--- config.mk ---
export PLATFORM = sky130hd
export DESIGN_NAME = crc_keyed_header_check_flat
export DESIGN_NICKNAME = d
export VERILOG_FILES = /design/src/ckhc_pkg.sv /design/src/ckhc_if.sv /design/src/ckhc_crc_front.sv /design/src/ckhc_cell.sv /design/src/crc_keyed_header_check.sv /design/src/flat_wrapper.sv
export SDC_FILE = /design/constraint.sdc
export NUM_CORES = 1
export LEC_CHECK = 0
export BUFFER_PORTS_ARGS = -buffer_cell sky130_fd_sc_hd__buf_2
export CORE_MARGIN = 10
export CORE_UTILIZATION = 66
export DETAILED_ROUTE_END_ITERATION = 6
export GPL_TIMING_DRIVEN = 0
export PLACE_DENSITY = 0.89
export SKIP_LAST_GASP = 1
export SYNTH_ARGS = -nofsm -noshare
export SYNTH_HDL_FRONTEND = slang
export SYNTH_SLANG_ARGS = --single-unit
--- constraint.sdc ---
create_clock -name clk -period 10.16 [get_ports clk]
set_clock_uncertainty 0.15 [all_clocks]
set_input_delay 0.508 -clock clk [delete_from_list [all_inputs] [get_ports clk]]
set_output_delay 0.508 -clock clk [all_outputs]
set_load 0.005 [all_outputs]
--- src/ckhc_pkg.sv ---
// ----------------------------------------------------------------------------
// ckhc_pkg
// Types, constants and table functions for the keyed header check.
// ----------------------------------------------------------------------------
package ckhc_pkg;

    localparam int HDR_LEN    = 14;
    localparam int HALF_LEN   = 7;
    localparam int CIPHER_W   = 56;
    localparam int CFG_IDX_W  = 1;

    localparam logic [CFG_IDX_W-1:0] CFG_CIPHER_LOW  = 1'b0;
    localparam logic [CFG_IDX_W-1:0] CFG_CIPHER_HIGH = 1'b1;

    localparam logic [31:0] CRC32_POLY  = 32'h04C1_1DB7;
    localparam logic [15:0] CRC16_POLY  = 16'h1021;
    localparam logic [15:0] CRC16_START = 16'h07A2;

    // expected plaintext header, byte 0 first
    localparam logic [7:0] EXPECTED_TEXT [HDR_LEN] = '{
        8'h42, 8'h69, 8'h6E, 8'h61, 8'h72, 8'h79, 8'h52,
        8'h65, 8'h73, 8'h65, 8'h61, 8'h72, 8'h63, 8'h68
    };

    // key state carried down the cell row
    typedef struct packed {
        logic [15:0] key;
        logic        match;
        logic [15:0] folded;
    } ckhc_token_t;

    // msb-first crc-32 table entry
    function automatic logic [31:0] crc32_entry(input logic [7:0] v);
        logic [31:0] r;
        r = {v, 24'h0};
        for (int k = 0; k < 8; k++)
        begin
            if (r[31])
                r = {r[30:0], 1'b0} ^ CRC32_POLY;
            else
                r = {r[30:0], 1'b0};
        end
        return r;
    endfunction

    // decryption table entry, seeded crc-16 step over data byte v
    function automatic logic [15:0] crc16_entry(input logic [7:0] v);
        logic [15:0] acc;
        logic [15:0] dat;
        acc = CRC16_START;
        dat = {v, 8'h0};
        for (int k = 0; k < 8; k++)
        begin
            if (acc[15] ^ dat[15])
                acc = {acc[14:0], 1'b0} ^ CRC16_POLY;
            else
                acc = {acc[14:0], 1'b0};
            dat = {dat[14:0], 1'b0};
        end
        return acc;
    endfunction

endpackage

--- src/ckhc_if.sv ---
// ----------------------------------------------------------------------------
// ckhc interfaces
// Key byte stream, result stream and configuration write channel.
// ----------------------------------------------------------------------------
interface ckhc_key_if;
    logic       valid;
    logic       ready;
    logic [7:0] key_byte;
    logic       final_byte;

    modport source (output valid, output key_byte, output final_byte, input ready);
    modport sink   (input valid, input key_byte, input final_byte, output ready);
endinterface

interface ckhc_result_if;
    logic        valid;
    logic        ready;
    logic        header_match;
    logic [15:0] folded_key;

    modport source (output valid, output header_match, output folded_key, input ready);
    modport sink   (input valid, input header_match, input folded_key, output ready);
endinterface

interface ckhc_cfg_if;
    logic        valid;
    logic        ready;
    logic [0:0]  index;
    logic [55:0] data;

    modport source (output valid, output index, output data, input ready);
    modport sink   (input valid, input index, input data, output ready);
endinterface

--- src/ckhc_crc_front.sv ---
// ----------------------------------------------------------------------------
// ckhc_crc_front
// Running crc-32 over key bytes; folds it into a seed token on the final byte.
// ----------------------------------------------------------------------------
module ckhc_crc_front
    import ckhc_pkg::*;
(
    input  logic        clk,
    input  logic        rst_n,
    input  logic        take,
    input  logic        load,
    input  logic [7:0]  key_byte,
    input  logic        final_byte,
    output logic        seed_valid,
    output ckhc_token_t seed_tok
);

    logic [31:0] crc_reg;
    logic [31:0] crc_next;
    logic [31:0] crc_upd;
    logic        seed_valid_reg;
    logic        seed_valid_next;
    ckhc_token_t seed_tok_reg;
    ckhc_token_t seed_tok_next;

    always_comb
    begin
        crc_upd  = {crc_reg[23:0], 8'h0} ^ crc32_entry(key_byte ^ crc_reg[31:24]);
        crc_next = crc_reg;
        if (take)
            crc_next = final_byte ? 32'h0 : crc_upd;

        seed_valid_next = seed_valid_reg;
        if (load)
            seed_valid_next = take && final_byte;

        seed_tok_next.folded = crc_upd[31:16] ^ crc_upd[15:0];
        seed_tok_next.key    = crc_upd[31:16] ^ crc_upd[15:0];
        seed_tok_next.match  = 1'b1;
    end

    always_ff @(posedge clk or negedge rst_n)
    begin
        if (!rst_n)
        begin
            crc_reg        <= '0;
            seed_valid_reg <= 1'b0;
        end
        else
        begin
            crc_reg        <= crc_next;
            seed_valid_reg <= seed_valid_next;
        end
    end

    always_ff @(posedge clk)
    begin
        if (load && take && final_byte)
            seed_tok_reg <= seed_tok_next;
    end

    assign seed_valid = seed_valid_reg;
    assign seed_tok   = seed_tok_reg;

endmodule

--- src/ckhc_cell.sv ---
// ----------------------------------------------------------------------------
// ckhc_cell
// One decryption step: checks one header byte and advances the key.
// ----------------------------------------------------------------------------
module ckhc_cell
    import ckhc_pkg::*;
(
    input  logic        clk,
    input  logic        rst_n,
    input  logic        load,
    input  logic        in_valid,
    input  ckhc_token_t in_tok,
    input  logic [7:0]  enc_byte,
    input  logic [7:0]  expect_byte,
    output logic        out_valid,
    output ckhc_token_t out_tok
);

    logic        valid_reg;
    logic        valid_next;
    ckhc_token_t tok_reg;
    ckhc_token_t tok_next;
    logic [7:0]  lo;
    logic [7:0]  hi;

    always_comb
    begin
        lo              = in_tok.key[7:0];
        hi              = in_tok.key[15:8];
        tok_next.folded = in_tok.folded;
        tok_next.match  = in_tok.match && ((enc_byte ^ lo) == expect_byte);
        tok_next.key    = crc16_entry(hi ^ enc_byte) ^ {lo, 8'h0};
        valid_next      = load ? in_valid : valid_reg;
    end

    always_ff @(posedge clk or negedge rst_n)
    begin
        if (!rst_n)
            valid_reg <= 1'b0;
        else
            valid_reg <= valid_next;
    end

    always_ff @(posedge clk)
    begin
        if (load && in_valid)
            tok_reg <= tok_next;
    end

    assign out_valid = valid_reg;
    assign out_tok   = tok_reg;

endmodule

--- src/crc_keyed_header_check.sv ---
// ----------------------------------------------------------------------------
// crc_keyed_header_check
// Folds a crc-32 of each candidate key and checks a decrypted header with it.
// ----------------------------------------------------------------------------
//  channel     | dir | payload                     | request completes
//  key_in      | in  | key_byte, final_byte        | valid && ready
//  result_out  | out | header_match, folded_key    | valid && ready
//  cfg         | in  | index, data (56 bits)       | valid && ready
//
// one key byte per cycle while key_in.ready is high; the crc register closes its loop
// through combinational update logic; a result passes the fold stage and then the 14 cells
// the cell row works as an elastic pipeline, so a stall on result_out only
// holds key_in once every stage is full
// reset clears the crc, the stage valids and the cipher registers
// ----------------------------------------------------------------------------
module crc_keyed_header_check
    import ckhc_pkg::*;
(
    input  logic     clk,
    input  logic     rst_n,
    ckhc_key_if.sink      key_in,
    ckhc_result_if.source result_out,
    ckhc_cfg_if.sink      cfg
);

    localparam int STAGES = HDR_LEN + 1;

    logic [CIPHER_W-1:0] cipher_low_reg;
    logic [CIPHER_W-1:0] cipher_high_reg;
    logic [STAGES-1:0]   stage_valid;
    logic [STAGES-1:0]   stage_ready;
    ckhc_token_t         stage_tok [STAGES];
    logic                take;

    assign cfg.ready = 1'b1;

    always_ff @(posedge clk or negedge rst_n)
    begin
        if (!rst_n)
        begin
            cipher_low_reg  <= '0;
            cipher_high_reg <= '0;
        end
        else if (cfg.valid)
        begin
            unique case (cfg.index)
                CFG_CIPHER_LOW:  cipher_low_reg  <= cfg.data;
                CFG_CIPHER_HIGH: cipher_high_reg <= cfg.data;
                default: ;
            endcase
        end
    end

    // a stage can load when it is empty or its successor loads
    always_comb
    begin
        stage_ready[STAGES-1] = !stage_valid[STAGES-1] || result_out.ready;
        for (int k = STAGES - 2; k >= 0; k--)
            stage_ready[k] = !stage_valid[k] || stage_ready[k+1];
    end

    assign key_in.ready = stage_ready[0];
    assign take         = key_in.valid && key_in.ready;

    ckhc_crc_front u_front (
        .clk        (clk),
        .rst_n      (rst_n),
        .take       (take),
        .load       (stage_ready[0]),
        .key_byte   (key_in.key_byte),
        .final_byte (key_in.final_byte),
        .seed_valid (stage_valid[0]),
        .seed_tok   (stage_tok[0])
    );

    for (genvar i = 0; i < HDR_LEN; i++)
    begin : g_cell
        logic [7:0] enc;
        if (i < HALF_LEN)
        begin : g_low
            assign enc = cipher_low_reg[8*i +: 8];
        end
        else
        begin : g_high
            assign enc = cipher_high_reg[8*(i-HALF_LEN) +: 8];
        end

        ckhc_cell u_cell (
            .clk         (clk),
            .rst_n       (rst_n),
            .load        (stage_ready[i+1]),
            .in_valid    (stage_valid[i]),
            .in_tok      (stage_tok[i]),
            .enc_byte    (enc),
            .expect_byte (EXPECTED_TEXT[i]),
            .out_valid   (stage_valid[i+1]),
            .out_tok     (stage_tok[i+1])
        );
    end

    assign result_out.valid        = stage_valid[STAGES-1];
    assign result_out.header_match = stage_tok[STAGES-1].match;
    assign result_out.folded_key   = stage_tok[STAGES-1].folded;

    a_full_when_blocked: assert property (@(posedge clk) disable iff (!rst_n)
        !key_in.ready |-> (&stage_valid) && !result_out.ready)
        else $error("input blocked while the cell row has room");

    a_final_seeds: assert property (@(posedge clk) disable iff (!rst_n)
        take && key_in.final_byte |=> stage_valid[0])
        else $error("final byte did not produce a seed");

    a_plain_no_seed: assert property (@(posedge clk) disable iff (!rst_n)
        take && !key_in.final_byte && !stage_valid[0] |=> !stage_valid[0])
        else $error("non-final byte produced a seed");

endmodule
--- src/flat_wrapper.sv ---
// flat-port wrapper written by rule: the top's interface ports become plain ports
module crc_keyed_header_check_flat import ckhc_pkg::*;
  (clk, rst_n, key_in_valid, key_in_key_byte, key_in_final_byte, key_in_ready, result_out_valid, result_out_header_match, result_out_folded_key, result_out_ready, cfg_valid, cfg_index, cfg_data, cfg_ready);
  ckhc_key_if key_in_i ();
  ckhc_result_if result_out_i ();
  ckhc_cfg_if cfg_i ();
  input  logic clk;
  input  logic rst_n;
  input wire logic [$bits(key_in_i.valid)-1:0] key_in_valid;
  input wire logic [$bits(key_in_i.key_byte)-1:0] key_in_key_byte;
  input wire logic [$bits(key_in_i.final_byte)-1:0] key_in_final_byte;
  output wire logic [$bits(key_in_i.ready)-1:0] key_in_ready;
  output wire logic [$bits(result_out_i.valid)-1:0] result_out_valid;
  output wire logic [$bits(result_out_i.header_match)-1:0] result_out_header_match;
  output wire logic [$bits(result_out_i.folded_key)-1:0] result_out_folded_key;
  input wire logic [$bits(result_out_i.ready)-1:0] result_out_ready;
  input wire logic [$bits(cfg_i.valid)-1:0] cfg_valid;
  input wire logic [$bits(cfg_i.index)-1:0] cfg_index;
  input wire logic [$bits(cfg_i.data)-1:0] cfg_data;
  output wire logic [$bits(cfg_i.ready)-1:0] cfg_ready;
  assign key_in_i.valid = key_in_valid;
  assign key_in_i.key_byte = key_in_key_byte;
  assign key_in_i.final_byte = key_in_final_byte;
  assign key_in_ready = key_in_i.ready;
  assign result_out_valid = result_out_i.valid;
  assign result_out_header_match = result_out_i.header_match;
  assign result_out_folded_key = result_out_i.folded_key;
  assign result_out_i.ready = result_out_ready;
  assign cfg_i.valid = cfg_valid;
  assign cfg_i.index = cfg_index;
  assign cfg_i.data = cfg_data;
  assign cfg_ready = cfg_i.ready;
  crc_keyed_header_check u_core (.clk(clk), .rst_n(rst_n), .key_in(key_in_i), .result_out(result_out_i), .cfg(cfg_i));
endmodule
==> metrics.txt <==
largest net degree at the start of global routing=95; wirelength, routed=48.0 mm; Initial Util=66.6%; fillers=2098; CP Class=flop to primary output; YS warnings=0; Non-Filler Instances=2140; first-pass GRT wire length=74.7 mm; Area Growth Syn to Fin=13.1%; highest-delay cell along the critical path=nor4_2; Logic pwr share=31.6%; Tcrit/Tclk final=32.0%; Worst Path Required=9500 ps; Final Setup Violations=0; max FFs per register=438; Hold Buf Count CTS=10; Switching Fraction=30.1%; clock sinks=613; n_diodes=0; PD cells=317 mW/mm2; synth unique cells=41; ys flop type=edfxtp_1; CTS resizes=0; via count=11978; num rows=71; startpoint types=flop; number of remaining DRC errors=0; Tot GR Track Use=21.0%; crit path cell chain=nand4_1, nor4_2, buf_4, inv_1, buf_2; Slew @ Worst Pin=1170 ps; cell count after placement=2023; LEAKAGE=10.3 nW; register area share after synthesis=70.6%; Worst-path clk slew=60 ps; Final ANT Viol Nets=0; CP max stage delay=760 ps; WP data arrival=2600 ps; Core Area=0.0375 mm2; Slew headroom=21.4%; gr ovfl total=0; syn avg cell area=17.6 um2; Die Span Y=214 um; fin crit period=3250 ps; Reg power frac=44.5%; insertion delay to the later sink of the worst-skew pair=600 ps; syn_nets=1489; Critical Path Sink Type=primary output; max-cap violations=0; outcome=finished, final reports clean; Power Internal=0.00625 W; Detailed Routing Iterations Pass 1=5; overall power=0.00894 W; HP Class=input port to flop; Layout Nets=1652; Die Footprint=0.0460 mm2; Finished Core Util=75.3%; Pins Over Slew Limit=0; H-tree depth=2; unrepaired setup endpoints after global routing=no; Max Freq=307 MHz; CTS tree=built; 1st-iter DRT viols=1180; Post-Syn Instances=1418; CTS buffer count=57; wire per inst=22.4 um; vias in the first global route=12702; Port Buffer Count=89; Setup WS pre-CTS=6730 ps; share of cells above drive strength 1=20.4%; post-route setup slack=6910 ps; Post-Syn Area=0.0250 mm2; detailed placement HPWL=33.7 mm; CP Max Fanout=10; die width=214 um; CTS Buffer Depth=3; synthesis-stage register bit count=613; setup TNS=0 ps; P_sw=0.00269 W; GPL Wtd Cong=0.911; number of synthesized flops with an enable pin=454; Root Buffer=clkbuf_16; vias per std cell=5.60; final hold vios=0; Clk pwr share=23.9%; Post-CTS Setup Inserts=0; Async SR Flop Fraction=25.9%; num ports=91; Peak VDD IR=0.355 mV; initial antenna violation count=0
-- worst max-delay path: cells and delay by family (launching register included) --
family / cells / cell delay (ps)
flip-flops: 1 / 540
buffers and inverters: 3 / 500
AND/OR/NAND/NOR: 2 / 950
-- power groups by stage --
stage	Sequential, W	Clock (W)	Combinational [W]
6_report	0.00398	0.00213	0.00283
3_5_place_dp	0.00401	0	0.00277
3_3_place_gp	0.00398	0	0.00264
4_1_cts	0.00397	0.00216	0.00282
5_1_grt	0.00402	0.00226	0.00304
2_1_floorplan	0.00385	0	0.00225
-- kinds of logic (layout without fill, tap and decap cells) --
| logic type | after synthesis | after routing | share of synthesized area [%] |
|---|---|---|---|
| compound gates | 50 | 50 | 1.49 |
| simple gates | 89 | 89 | 2.10 |
| other cells | 1 | 1 | 0.0150 |
| buf+inv | 40 | 251 | 0.682 |
| xor+xnor | 513 | 513 | 20.1 |
| mux | 112 | 112 | 5.05 |
| flops | 613 | 613 | 70.6 |
-- through the flow --
stage	hold WS (ps)	instance area, um2
after global routing	8.71	28200
final	23.2	28200
after detailed placement	255	26200
after global placement	250	26000
after floorplan	62.4	25000
after CTS	1.41	28200
-- synthesized netlist by cell type, types with 5 or more instances --
master      n  area share (%)
a22o_1     21            0.74
and2_1      6            0.15
and3_1     10            0.25
clkbuf_1   15            0.23
dfrtp_1   159              16
edfxtp_1  454              55
inv_1      17            0.26
mux2_2    112             5.1
nand2_1     8            0.12
nand2b_1    6            0.15
nand3_1     6            0.12
nand4_1    16            0.40
nor2b_1     5            0.13
nor4_1     19            0.48
o21ai_0    12            0.24
o31ai_1    10            0.30
xnor2_1   345              12
xnor2_4     5            0.55
xnor3_1     9            0.81
xor2_1    132             4.6
xor3_1     13             1.2
-- area by class of cell --
cell class | count | area, um2 | share of cell area (%)
Timing Repair Buffer | 104 | 658 | 2.33
Buffer | 23 | 106 | 0.377
Clock buffer | 79 | 1580 | 5.59
Clock inverter | 28 | 304 | 1.08
Sequential cell | 613 | 17600 | 62.4
Inverter | 17 | 63.8 | 0.226
Tap cell | 511 | 639 | 2.26
Multi-Input combinational cell | 765 | 7270 | 25.7
-- routing by layer --
layer | up-vias | part of all wire, % | track usage, %
li1 | 5409 | - | -
met1 | 6025 | 41 | 27.6
met2 | 470 | 50 | 35.7
met3 | 74 | 6.5 | 3.72
met4 | 0 | 2.1 | 5.91
met5 | - | 0 | 0
-- layout by cell type, fill, tap and decap left out, types with 12 or more instances in the layout --
cell         n
a22o_1      21
buf_2       92
clkbuf_1    30
clkbuf_16   57
dfrtp_1    159
edfxtp_1   454
inv_1       17
mux2_2     112
nand4_1     16
nor4_1      18
o21ai_0     12
xnor2_1    345
xor2_1     132
xor3_1      13
-- worst paths after layout --
kind,from,to,slack [ps],depth (start not counted)
worst min-delay path,cfg_data[51],u_core.cipher_high_reg[51],20,2
min in group asynchronous,rst_n,u_core.g_cell[13].u_cell.out_valid,280,2
worst max register to register,u_core.g_cell[6].u_cell.out_valid,u_core.g_cell[0].u_cell.out_tok[25],7180,4
max in group asynchronous,rst_n,u_core.cipher_low_reg[21],8700,3
worst max-delay path,u_core.g_cell[9].u_cell.out_valid,key_in_ready,6910,5
worst min register to register,u_core.g_cell[2].u_cell.out_tok[12],u_core.g_cell[3].u_cell.out_tok[12],260,0
No activity file was read; power rests on OpenSTA's default activity.
